[config.mk]
export PLATFORM = sky130hd
export DESIGN_NAME = keyed_slot_table
export DESIGN_NICKNAME = d
export VERILOG_FILES = /design/src/rtl/ksl_pkg.sv /design/src/rtl/ksl_cell.sv /design/src/rtl/keyed_slot_table.sv
export SDC_FILE = /design/constraint.sdc
export NUM_CORES = 1
export LEC_CHECK = 0
export BUFFER_PORTS_ARGS = -buffer_cell sky130_fd_sc_hd__buf_4
export CAP_MARGIN = 20
export CORE_MARGIN = 3
export CORE_UTILIZATION = 50
export CTS_CLUSTER_DIAMETER = 50
export CTS_CLUSTER_SIZE = 24
export DETAILED_ROUTE_END_ITERATION = 10
export MAX_ROUTING_LAYER = met4
export PLACE_DENSITY = 0.66
export SLEW_MARGIN = 20
export SYNTH_ARGS = -nofsm -noshare
export SYNTH_HDL_FRONTEND = slang
export SYNTH_SLANG_ARGS = --single-unit
export TNS_END_PERCENT = 10
[constraint.sdc]
create_clock -name clk -period 4.56 [get_ports clk]
set_clock_uncertainty 0.2 [all_clocks]
set_input_delay 0 -clock clk [delete_from_list [all_inputs] [get_ports clk]]
set_output_delay 0 -clock clk [all_outputs]
set_load 0.01 [all_outputs]
[src/rtl/ksl_pkg.sv]
// Shared types and constants for the keyed slot table.
package ksl_pkg;

    localparam int DEF_TABLE_SLOTS = 4;

    localparam int CMD_W    = 2;
    localparam int ID_W     = 8;
    localparam int TYPE_W   = 8;
    localparam int HANDLE_W = 16;
    localparam int ROOT_W   = 16;
    localparam int STATUS_W = 2;
    localparam int SLOT_W   = 2;

    // stream payload widths, padded to whole bytes
    localparam int IN_BITS  = CMD_W + ID_W + TYPE_W + HANDLE_W + ROOT_W;
    localparam int IN_DW    = ((IN_BITS + 7) / 8) * 8;
    localparam int OUT_BITS = STATUS_W + SLOT_W + TYPE_W + HANDLE_W;
    localparam int OUT_DW   = ((OUT_BITS + 7) / 8) * 8;

    typedef enum logic [CMD_W-1:0] {
        CMD_ADD    = 2'd0,
        CMD_REMOVE = 2'd1,
        CMD_LOOKUP = 2'd2,
        CMD_CLEAR  = 2'd3
    } cmd_t;

    typedef enum logic [STATUS_W-1:0] {
        ST_OK      = 2'd0,
        ST_FULL    = 2'd1,
        ST_MISSING = 2'd2
    } status_t;

    // command held for the whole walk down the chain
    typedef struct packed {
        cmd_t                cmd;
        logic [ID_W-1:0]     id;
        logic [TYPE_W-1:0]   typ;
        logic [HANDLE_W-1:0] handle;
        logic [ROOT_W-1:0]   root;
    } req_t;

    // search token handed from cell to cell
    typedef struct packed {
        logic                valid;
        logic                done;
        logic [TYPE_W-1:0]   ftype;
        logic [HANDLE_W-1:0] fhandle;
    } tok_t;

endpackage

[src/rtl/ksl_cell.sv]
// One table slot: holds an entry and acts on the search token as it passes.
module ksl_cell
    import ksl_pkg::*;
#(
    parameter int  TABLE_SLOTS = DEF_TABLE_SLOTS,
    parameter int  CELL_IDX    = 0,
    localparam int IDX_W       = (TABLE_SLOTS > 1) ? $clog2(TABLE_SLOTS) : 1
)
(
    input  logic                   clk,
    input  logic                   rst_n,
    input  logic                   advance,
    input  req_t                   req,
    input  tok_t                   tok_in,
    input  logic [IDX_W-1:0]       idx_in,
    output tok_t                   tok_out,
    output logic [IDX_W-1:0]       idx_out
);

    logic                used_reg,   used_next;
    logic [ID_W-1:0]     id_reg,     id_next;
    logic [TYPE_W-1:0]   type_reg,   type_next;
    logic [HANDLE_W-1:0] handle_reg, handle_next;
    logic [ROOT_W-1:0]   root_reg,   root_next;
    tok_t                tok_reg,    tok_next;
    logic [IDX_W-1:0]    idx_reg,    idx_next;
    logic                match;

    assign match = used_reg && (id_reg == req.id) && (root_reg == req.root);

    always_comb
    begin
        used_next   = used_reg;
        id_next     = id_reg;
        type_next   = type_reg;
        handle_next = handle_reg;
        root_next   = root_reg;
        tok_next    = tok_in;
        idx_next    = idx_in;
        if (tok_in.valid && !tok_in.done)
        begin
            unique case (req.cmd)
                CMD_ADD:
                begin
                    if (!used_reg)
                    begin
                        used_next     = 1'b1;
                        id_next       = req.id;
                        type_next     = req.typ;
                        handle_next   = req.handle;
                        root_next     = req.root;
                        tok_next.done = 1'b1;
                        idx_next      = IDX_W'(CELL_IDX);
                    end
                end
                CMD_REMOVE:
                begin
                    if (match)
                    begin
                        used_next     = 1'b0;
                        tok_next.done = 1'b1;
                        idx_next      = IDX_W'(CELL_IDX);
                    end
                end
                CMD_LOOKUP:
                begin
                    if (match)
                    begin
                        tok_next.done    = 1'b1;
                        tok_next.ftype   = type_reg;
                        tok_next.fhandle = handle_reg;
                        idx_next         = IDX_W'(CELL_IDX);
                    end
                end
                CMD_CLEAR:
                begin
                    used_next = 1'b0;
                end
                default:
                begin
                    used_next = used_reg;
                end
            endcase
        end
    end

    always_ff @(posedge clk or negedge rst_n)
    begin
        if (!rst_n)
        begin
            used_reg <= 1'b0;
            tok_reg  <= '0;
        end
        else if (advance)
        begin
            used_reg <= used_next;
            tok_reg  <= tok_next;
        end
    end

    always_ff @(posedge clk)
    begin
        if (advance)
        begin
            id_reg     <= id_next;
            type_reg   <= type_next;
            handle_reg <= handle_next;
            root_reg   <= root_next;
            idx_reg    <= idx_next;
        end
    end

    assign tok_out = tok_reg;
    assign idx_out = idx_reg;

endmodule

[src/rtl/keyed_slot_table.sv]
// Keyed slot table: top level with stream ports and the chain of slot cells.
// A command passes from the launch register through the token register of each cell to the result register.
// One command is in flight. The search token walks the chain one cell per
// cycle while the chain advances, and the next item is taken once the result
// is loaded. A waiting result does not block that accept, but it holds the
// whole chain until it is taken. Reset (rst_n low, asynchronous) frees every
// slot and empties the chain.
module keyed_slot_table
    import ksl_pkg::*;
#(
    parameter int TABLE_SLOTS = DEF_TABLE_SLOTS
)
(
    input  logic              clk,
    input  logic              rst_n,
    // s_axis_tdata: command[1:0], query_id[9:2], query_type[17:10],
    //               payload_handle[33:18], root_addr[49:34], zero pad
    input  logic              s_axis_tvalid,
    output logic              s_axis_tready,
    input  logic [IN_DW-1:0]  s_axis_tdata,
    // m_axis_tdata: status[1:0], slot_index[3:2], found_type[11:4],
    //               found_handle[27:12], zero pad
    output logic              m_axis_tvalid,
    input  logic              m_axis_tready,
    output logic [OUT_DW-1:0] m_axis_tdata
);

    localparam int IDX_W = (TABLE_SLOTS > 1) ? $clog2(TABLE_SLOTS) : 1;
    localparam int EXT_W = (IDX_W > SLOT_W) ? IDX_W : SLOT_W;

    logic busy_reg,   busy_next;
    logic launch_reg, launch_next;
    req_t req_reg;
    logic out_valid_reg, out_valid_next;
    logic [OUT_BITS-1:0] out_data_reg, out_data_next;

    logic    accept;
    logic    advance;
    tok_t    tok_chain [0:TABLE_SLOTS];
    logic [IDX_W-1:0] idx_chain [0:TABLE_SLOTS];
    tok_t    tok_last;
    logic [EXT_W-1:0] idx_ext;
    status_t res_status;

    // one command at a time: take a new item once the previous token left
    assign s_axis_tready = !busy_reg;
    assign accept        = s_axis_tvalid && s_axis_tready;

    // hold the whole chain while a finished token waits on a full output
    assign advance = !(out_valid_reg && !m_axis_tready);

    // inject a fresh token at the head of the chain
    assign tok_chain[0] = tok_t'({launch_reg, {(TYPE_W + HANDLE_W + 1){1'b0}}});
    assign idx_chain[0] = '0;

    genvar g;
    generate
        for (g = 0; g < TABLE_SLOTS; g++)
        begin : g_cell
            ksl_cell #(
                .TABLE_SLOTS (TABLE_SLOTS),
                .CELL_IDX    (g)
            ) u_cell (
                .clk     (clk),
                .rst_n   (rst_n),
                .advance (advance),
                .req     (req_reg),
                .tok_in  (tok_chain[g]),
                .idx_in  (idx_chain[g]),
                .tok_out (tok_chain[g+1]),
                .idx_out (idx_chain[g+1])
            );
        end
    endgenerate

    assign tok_last = tok_chain[TABLE_SLOTS];
    assign idx_ext  = EXT_W'(idx_chain[TABLE_SLOTS]);

    // a token that found nothing reports by command: add means full,
    // clear always succeeds, remove and lookup mean the key is missing
    always_comb
    begin
        priority if (tok_last.done)
            res_status = ST_OK;
        else if (req_reg.cmd == CMD_ADD)
            res_status = ST_FULL;
        else if (req_reg.cmd == CMD_CLEAR)
            res_status = ST_OK;
        else
            res_status = ST_MISSING;
    end

    always_comb
    begin
        busy_next      = busy_reg;
        launch_next    = launch_reg;
        out_valid_next = out_valid_reg;
        out_data_next  = out_data_reg;

        if (m_axis_tready)
            out_valid_next = 1'b0;

        if (advance)
            launch_next = 1'b0;

        if (advance && tok_last.valid)
        begin
            out_valid_next = 1'b1;
            out_data_next  = {tok_last.fhandle, tok_last.ftype,
                              idx_ext[SLOT_W-1:0], res_status};
            busy_next      = 1'b0;
        end

        if (accept)
        begin
            busy_next   = 1'b1;
            launch_next = 1'b1;
        end
    end

    always_ff @(posedge clk or negedge rst_n)
    begin
        if (!rst_n)
        begin
            busy_reg      <= 1'b0;
            launch_reg    <= 1'b0;
            out_valid_reg <= 1'b0;
        end
        else
        begin
            busy_reg      <= busy_next;
            launch_reg    <= launch_next;
            out_valid_reg <= out_valid_next;
        end
    end

    // payload: capture the command and the result
    always_ff @(posedge clk)
    begin
        out_data_reg <= out_data_next;
        if (accept)
        begin
            req_reg.cmd    <= cmd_t'(s_axis_tdata[1:0]);
            req_reg.id     <= s_axis_tdata[9:2];
            req_reg.typ    <= s_axis_tdata[17:10];
            req_reg.handle <= s_axis_tdata[33:18];
            req_reg.root   <= s_axis_tdata[49:34];
        end
    end

    assign m_axis_tvalid = out_valid_reg;
    assign m_axis_tdata  = OUT_DW'(out_data_reg);

endmodule

=== Yosys cells after proc, flatten, opt, wreduce, memory -nomap -nowiden ===
Index checks and enable logic that the tools add are counted.

* $lt $le $gt $ge: 0
* Shifts and indexed selects: 0
* Reduce and logical (&&, ||, !) cells: 34
* Bitwise gates (word level): 5
* Mux-type cells: 51
* Add/subtract/negate cells: 0
* Divide/modulo/power cells: 0
* Eq/ne operators: 16
* Multipliers: 0

{| class="wikitable"
|+ Operator list
! kind !! number
|-
| 25-bit 2-to-1 mux || 8
|-
| 24-bit 2-to-1 mux || 4
|-
| 16-bit == test || 4
|-
| 8-bit == test || 4
|-
| 4-bit AND reduction || 8
|-
| 1-bit case mux with 3 select lines || 8
|-
| 1-bit 2-to-1 mux || 21
|-
| 1-bit logical AND || 14
|-
| 2-bit 2-to-1 mux || 7
|-
| 2-bit case mux with 2 select lines || 3
|-
| 2-bit by 1-bit != test with 1-bit output, second input constant || 4
|-
| 1-bit zero test || 6
|-
| 1-bit inverter || 5
|-
| 2-bit == test, second input constant || 2
|-
| 2-bit nonzero test || 2
|-
| 2-bit OR reduction || 2
|-
| 3-bit nonzero test || 1
|-
| 2-bit by 1-bit == test with 1-bit output, second input constant || 1
|-
| 2-bit zero test || 1
|-
| 2-bit != test, second input constant || 1
|}

* Output and inout bits: 34
* RAM bits: 0
* Latch bits: 0
* Memory bits (read-only): 0
* Memories kept: 0
* Bits in registers: 387
* Word-level logic and storage cells: 156

=== Logic depth before layout (Yosys ltp) ===
Gate-level depths: netlist (run 1).

* Depth in word-level cells: 6
* Gate-level depth with buffers: 9

=== Modules after synthesis ===
A second synthesis (run 1) with hierarchy kept.

* Cells, all modules: 1,176
* Area, all modules: 15,977.8 sq um

{| class="wikitable"
|+ By module, submodules not included
! module !! area each (sq um) !! cells an instance !! times used
|-
| ksl_cell (g_cell[2].u_cell) || 3,424.5 || 285 || 1
|-
| ksl_cell (g_cell[3].u_cell) || 3,420.8 || 287 || 1
|-
| ksl_cell (g_cell[0].u_cell) || 3,305.7 || 251 || 1
|-
| ksl_cell (g_cell[1].u_cell) || 3,298.2 || 255 || 1
|-
| keyed_slot_table || 2,528.7 || 98 || 1
|}

=== Least setup slack after synthesis (run 1) ===
Ideal clock, no wire load.

* Kind: register to register
* Start point: register out_valid_reg, in the netlist m_axis_tvalid
* End point: register g_cell[0].u_cell.handle_reg[0] (enable)
* Stages on the path, launching flop included: 7
* Setup slack: 0.719 ns
* Period minus slack after synthesis: 3.841 ns
* Data arrival time: 3.187 ns
* Buffers on the path: 2
* Cells stage by stage: dfrtp_1 > nor2b_1 > clkbuf_1 > inv_1 > clkbuf_1 > nand2_1 > nor2_1

* Cells in the longest elaborated chain, start to end: 3

{| class="wikitable"
|+ Ends and longest elaborated chain
! element !! line !! text
|-
| from (decl) || keyed_slot_table.sv:34 || <nowiki>logic out_valid_reg, out_valid_next;</nowiki>
|-
| from (signal assigned) || keyed_slot_table.sv:133 || <nowiki>out_valid_reg <= out_valid_next;</nowiki>
|-
| 1-bit logical AND || keyed_slot_table.sv:50 || <nowiki>assign advance = !(out_valid_reg && !m_axis_tready);</nowiki>
|-
| 1-bit inverter (no source line) || -- ||
|-
| 4-bit AND reduction (no source line) || -- ||
|-
| to (signal assigned) || ksl_cell.sv:107 || <nowiki>handle_reg <= handle_next;</nowiki>
|-
| to (decl) || ksl_cell.sv:23 || <nowiki>logic [HANDLE_W-1:0] handle_reg, handle_next;</nowiki>
|}

No other way between the ends.
A chain may end at the register's enable or synchronous reset.

=== Worst setup path after layout (run 1) ===
* Start point: register req_reg[42] (netlist name)
* End point: register g_cell[2].u_cell.tok_reg (netlist bit g_cell[2].u_cell.tok_out[17])

* Cells in the longest elaborated chain, start to end: 6

{| class="wikitable"
|+ Ends and longest elaborated chain
! element !! line !! text
|-
| from (decl) || keyed_slot_table.sv:33 || <nowiki>req_t req_reg;</nowiki>
|-
| 8-bit == test || ksl_cell.sv:29 || <nowiki>assign match = used_reg && (id_reg == req.id) && (root_reg == req.root);</nowiki>
|-
| 1-bit logical AND (2 in series) || ksl_cell.sv:29 ||
|-
| 25-bit 2-to-1 mux || ksl_cell.sv:67 || <nowiki>if (match)</nowiki>
|-
| 24-bit 2-to-1 mux || ksl_cell.sv:42 || <nowiki>unique case (req.cmd)</nowiki>
|-
| 25-bit 2-to-1 mux || ksl_cell.sv:40 || <nowiki>if (tok_in.valid && !tok_in.done)</nowiki>
|-
| to (signal assigned) || ksl_cell.sv:97 || <nowiki>tok_reg <= tok_next;</nowiki>
|-
| to (decl) || ksl_cell.sv:25 || <nowiki>tok_t tok_reg, tok_next;</nowiki>
|}

No other way between the ends.

==> results.toml, run 1 <==
[sta]
worst_pin_slew_ns = 1.09
fin_crit_ns = 3.40
post-route-period-util = 0.745
max_freq_ghz = 0.294
rsz0062_at_grt = "no"
finalMaxSlewViolations = 0
fin_tns_setup_ns = 0
hold_ws_ns = -0.0555
relSlewSlack = 0.275
finalSetupViolations = 0
hold_viol_final = 23

[placement]
place_hpwl_um = 20400
placed_area_um2 = 16400
routabilityCongestion = 0.812
portBuffers = 83

[setup_path]
cp_slowest_cell = "nand3_1"
cp.required_ns = 4.69
crit_arrival_ns = 3.53
critPathBufInv = 1
path_cells = "xor2_1 -> nor4_1 -> nand3_1 -> buf_4 -> o31ai_1 -> a31oi_1"
worst-path-max-fanout = 16
path_delay_family = "simple AND/OR/NAND/NOR gates"
crit_type = "reg -> reg"
startpoint = "req_reg[42]$_DFFE_PP_"
cp-start-kind = "flip-flop"
reg2reg_from = "req_reg[42]$_DFFE_PP_"
end_kind = "flip-flop"
cpPeakStageDelay_ns = 0.75

[cells_and_area]
drive_gt1_frac = 0.164
largest_reg_flops = 104
area_delta_synth_final_pct = 20.8
final_design_area_no_fill_um2 = 18600
nNetsFinal = 1292
diodes = 0

[floorplan]
core_um2 = 30000
rows = 63
dieWidth_um = 181
start_util = 0.513
dieArea_um2 = 32900
die_h_um = 181
io_pins = 94

[drt]
wl_per_cell_um = 22.2
num_vias = 9832
dr.pass1.iters = 6
final_antenna_net_count = 0
drt_first_iter_violations = 717
viasPerCell = 5.98
drcViolationCount = 0
finalWirelength_um = 36400

[synth]
synth.avg_cell_area_um2 = 14.5
async_flop_share = 0.288
ys_warn_count = 0
ys_ff_latch = 386
netlist_instances = 1059
synth_edf_count = 275
synthFlopType = "edfxtp_1"
synth_area_leaders = "edfxtp_1 54%, dfrtp_1 18%, a31oi_1 3.1%"
syn_area_um2 = 15400
synth_top_area_frac = 0.537
ys_types = 48
yosys.area.top_type = "edfxtp_1"
ys_seq_area_frac = 0.718

[power]
finalPower_w = 0.00937
peakVddDrop_mv = 0.369
power_density_nw_per_um2 = 504
p_leak_nw = 6.80

[run_status]
violations = "negative hold slack"
status = "finished, violations left"

[global_route]
grt_pass1_vias = 9814
grtUsageTotal = 0.227
grt_max_degree = 109
grt_pass1_wl_um = 56400
overflow = 0
antenna_found_initial = 0

[cts]
cts_tree = "done"
post_cts_buffers = 0
clkTransAtPathRegs_ns = 0.07
cts_root_buffer = "clkbuf_16"
cts-htree-levels = 2
cts_num_sinks = 386
clkLatencyLatePin_ns = 0.51
ctsLongestPathBuffers = 3
cts_buffers = 34

[job]
max-cap-violations = 0

[min_path]
hold_path.class = "in -> async"
[path summary, 6_finish.rpt]
| kind | endpoint | slack [ns] | cells after the start |
|---|---|---|---|
| worst min-delay path | g_cell[0].u_cell.tok_out[11]$_DFFE_PN0N_ | -0.06 | 2 |
| worst max register to register | g_cell[2].u_cell.tok_out[17]$_DFFE_PN0N_ | 1.16 | 6 |
| worst max-delay path | g_cell[2].u_cell.tok_out[17]$_DFFE_PN0N_ | 1.16 | 6 |
| max in group asynchronous | g_cell[0].u_cell.tok_out[22]$_DFFE_PN0N_ | 3.00 | 3 |
| worst min register to register | out_data_reg[3]$_DFFE_PP_ | 0.22 | 0 |
| min in group clk | req_reg[40]$_DFFE_PP_ | 0.02 | 2 |
[cell usage in the layout (no fill, tap or decap), types with 4 or more instances in the layout]
master	Yosys	layout
inv_1	6	5
xnor2_1	52	52
edfxtp_1	275	275
clkinv_2	0	4
nand2b_1	7	7
and4_1	4	4
or4_1	5	4
clkbuf_1	48	4
dfrtp_1	111	111
bufinv_16	0	4
conb_1	1	4
xor2_1	42	42
nand3_1	7	7
nor4_1	12	12
clkbuf_16	0	37
ha_1	5	5
nand2_1	22	20
nor2b_1	8	6
dlygate4sd3_1	0	95
a31oi_1	75	75
o21ai_0	7	7
o211ai_1	5	5
o31ai_2	20	20
buf_4	4	112
nor2_1	81	79
nand4_1	70	70
o31ai_1	53	53
nor3_1	6	6
a21oi_1	30	30
and3_1	28	26
a22o_1	24	24
[synth_stat cells, types with 3 or more instances]
cell type and count:
and4_1 4, a31oi_1 75, nor3_1 6, buf_4 4, o21ai_0 7, inv_1 6
and3_1 28, ha_1 5, nor2b_1 8, buf_2 21, a21oi_1 30, nand2b_1 7
or4_1 5, o31ai_1 53, xor2_1 42, o211ai_1 5, clkbuf_1 48, nor4_1 12
dfrtp_1 111, edfxtp_1 275, a22o_1 24, o31ai_2 20, a32oi_1 3, nor2_1 81
nand2_1 22, buf_6 4, nand3_1 7, xnor2_1 52, nand4_1 70
[what timing repair did]
| item | in CTS | in global routing |
|---|---|---|
| endpoints found under the hold margin | 166 | 0 |
| hold buffers | 95 | 0 |
| setup endpoints to repair | 0 | 0 |
| gates resized for setup | 0 | 0 |
[logic make-up after synthesis]
family                     after synthesis  share of synthesized area
DFF                                    386                      0.718
and+or+nand+nor                        262                     0.0915
AOI/OAI and AO/OA                      226                      0.107
xor gates and xnor gates                94                     0.0535
buffers and inverters                   84                     0.0252
adders and majority gates                5                    0.00407
other                                    1                   0.000244
muxes                                    1                   0.000651
[area by class of cell]
cell class,instances,area (um^2)
Timing Repair Buffer,207,1790
Tap cell,390,488
Inverter,6,25.0
Clock buffer,41,941
Fill cell,2269,11400
Clock inverter,21,274
Multi-Input combinational cell,592,4020
Sequential cell,386,11000
[stage by stage]
stage	util	hold slack [ns]	setup slack (ns)	cells
6_report	0.620	-0.0555	1.16	1643
3_3_place_gp	0.548	-0.0217	1.33	1486
3_5_place_dp	0.548	-0.0207	1.24	1486
5_1_grt	0.620	0.00850	0.982	1643
2_1_floorplan	-	-0.496	0.719	1062
4_1_cts	0.620	0.00320	1.22	1643
[worst register-to-register path: cells and delay by family (launching register included)]
kind | cells | cell delay, ns
buffers and inverters | 1 | 0.51
AND/OR/NAND/NOR | 2 | 1.32
flip-flops | 1 | 0.55
AO/OA/AOI/OAI | 2 | 0.40
XOR/XNOR | 1 | 0.23
[where the power goes]
| part | internal [W] | switching (W) | total [W] | leakage (nW) |
|---|---|---|---|---|
| Combinational | 0.000620 | 0.000859 | 0.00148 | 2.25 |
| Clock | 0.00175 | 0.00131 | 0.00306 | 0.589 |
| Sequential | 0.00443 | 0.000406 | 0.00483 | 3.96 |
| Total | 0.00679 | 0.00257 | 0.00937 | 6.80 |
[layer usage]
layer,vias up,global-route usage,part of all wire
met4,0,0.0807,0.032
met2,432,0.358,0.48
met1,4886,0.300,0.41
met3,86,0.0395,0.077
li1,4428,-,-
met5,-,-,0
Note: power is estimated with default switching activity, not from simulation.
==> inputs of run 2 (changes only) <==
PLACE_DENSITY = 0.68   (was 0.66)
clock period = 3.1 ns   (was 4.56 ns; I/O delays follow)
==> run 2 against run 1 <==
- the flow now finishes without violations
- final cell count up 0.97%
- hold slack improved by 0.061 ns
- wire length down 2.3%
- sequential power increased by 47%
- register-to-register slack got worse by 0.76 ns
- via count down 1.3%
- flip-flop and latch count unchanged
- setup slack worse by 0.76 ns
- utilization is 0.76 points higher
- largest power group unchanged
==> results.toml, run 2 (synthesis results as in run 1) <==
[run_status]
status = "completed"

[cts]
cts_root_buffer = "clkbuf_16"
post_cts_buffers = 0
cts_num_sinks = 386
holdBufCountCts = 98
cts_buffers = 35
clkLatencyLatePin_ns = 0.52
ctsLongestPathBuffers = 3
clkTransAtPathRegs_ns = 0.08
cts_resized = 0
cts-htree-levels = 2
cts_tree = "done"

[sta]
post-route-period-util = 0.870
hold_viol_final = 0
fin_tns_setup_ns = 0
relSlewSlack = 0.531
worst_pin_slew_ns = 0.703
finalMaxSlewViolations = 0
finalSetupViolations = 0
hold_ws_ns = 0.00584
max_freq_ghz = 0.371
fin_crit_ns = 2.70
rsz0062_at_grt = "no"

[global_route]
antenna_found_initial = 0
grtUsageTotal = 0.227
grt_pass1_wl_um = 56900
overflow = 0
grt_max_degree = 118
grt_pass1_vias = 10200

[placement]
routabilityCongestion = 0.860
dp.cells = 1499
place_hpwl_um = 20400
portBuffers = 83
placed_area_um2 = 16600

[floorplan]
die_h_um = 181
core_um2 = 30000
start_util = 0.513
dieWidth_um = 181
rows = 63
io_pins = 94
dieArea_um2 = 32900

[power]
p_int_w = 0.00990
p_clk_frac = 0.323
combPwrFrac = 0.162
power_density_nw_per_um2 = 732
p_switching_w = 0.00387
p_leak_nw = 6.91
p_seq_frac = 0.515
peakVddDrop_mv = 0.557
swShare = 0.281

[drt]
drt_first_iter_violations = 857
finalWirelength_um = 35600
wl_per_cell_um = 21.4
final_antenna_net_count = 0
num_vias = 9702
drcViolationCount = 0
dr.pass1.iters = 4
viasPerCell = 5.85

[cells_and_area]
area_delta_synth_final_pct = 22.3
diodes = 0
fill_cells = 2278
final_core_util = 0.628
regArea_um2 = 11000
nNetsFinal = 1309
final_cell_mix = "275 x edfxtp_1, 117 x buf_4, 111 x dfrtp_1, 97 x dlygate4sd3_1, 79 x nor2_1"
final_common_cell = "edfxtp_1"
layoutNonFillerInstCount = 1659
largest_reg_flops = 104
multi_input_area_um2 = 4010
final_design_area_no_fill_um2 = 18800
drive_gt1_frac = 0.170

[setup_path]
cp.required_ns = 3.26
worst-path-max-fanout = 24
cp-start-kind = "flip-flop"
end_kind = "flip-flop"
crit_type = "reg -> reg"
cpPeakStageDelay_ns = 0.56
cp_slowest_cell = "edfxtp_1"
r2r_setup_slack_ns = 0.40
crit_arrival_ns = 2.86
path_cells = "xnor2_1 -> nand4_1 -> or4_1 -> buf_4 -> o31ai_1 -> a31oi_1"

[min_path]
hold_path.class = "in -> reg"

[job]
max-cap-violations = 0
==> run 2: changes by cell type in the layout (fill, tap and decap cells not counted), sizes merged <==
| cell | before | now |
|---|---|---|
| bufinv | 4 | 2 |
| clkbuf | 41 | 39 |
| inv | 10 | 11 |
| clkinv | 11 | 14 |
| dlygate4sd3 | 95 | 97 |
| buf | 112 | 126 |
==> run 2: worst paths after layout <==
kind	to	cells past startpoint	from
max	g_cell[2].u_cell.tok_out[23]$_DFFE_PN0N_	6	req_reg[5]$_DFFE_PP_
min	req_reg[23]$_DFFE_PP_	2	s_axis_tdata[25]
max reg2reg	g_cell[2].u_cell.tok_out[23]$_DFFE_PN0N_	6	req_reg[5]$_DFFE_PP_
min reg2reg	out_data_reg[2]$_DFFE_PP_	0	g_cell[3].u_cell.idx_out[0]$_DFFE_PN_
max in group asynchronous	launch_reg$_DFFE_PN0P_	4	rst_n
min in group asynchronous	g_cell[1].u_cell.tok_out[1]$_DFFE_PN0N_	4	rst_n
==> run 2: through the flow <==
step                worst slack, ns  total power, W
floorplan                    -0.478         0.00839
global placement              0.462         0.00925
detailed placement            0.431         0.00935
CTS                           0.407          0.0139
global route                  0.194          0.0144
finish                        0.404          0.0138
==> run 2: power by group through the flow <==
| stage | registers (W) | logic [W] | clock network (W) |
|---|---|---|---|
| 2_1_floorplan | 0.00707 | 0.00132 | 0 |
| 3_3_place_gp | 0.00716 | 0.00208 | 0 |
| 3_5_place_dp | 0.00720 | 0.00214 | 0 |
| 4_1_cts | 0.00710 | 0.00225 | 0.00454 |
| 5_1_grt | 0.00720 | 0.00248 | 0.00475 |
| 6_report | 0.00709 | 0.00224 | 0.00444 |
==> run 2: metal layers <==
layer | up-vias | track usage | routed length [um]
met3 | 88 | 0.0318 | 2180
met4 | 0 | 0.0893 | 1140
met5 | - | - | 0
met1 | 4807 | 0.292 | 14500
li1 | 4459 | - | -
met2 | 348 | 0.370 | 17800
==> run 2: critical path: cells and delay by family, from the launching register on <==
family,cells,cell delay (ns)
compound gates,2,0.37
xor+xnor,1,0.30
buf+inv,1,0.28
flops,1,0.56
simple gates,2,0.81
==> run 2: layout make-up <==
type,instances,share of cell area
Tap cell,390,0.0259
Inverter,6,0.00133
Sequential cell,386,0.587
Timing Repair Buffer,223,0.108
Clock buffer,39,0.0496
Multi-Input combinational cell,592,0.213
Clock inverter,23,0.0145
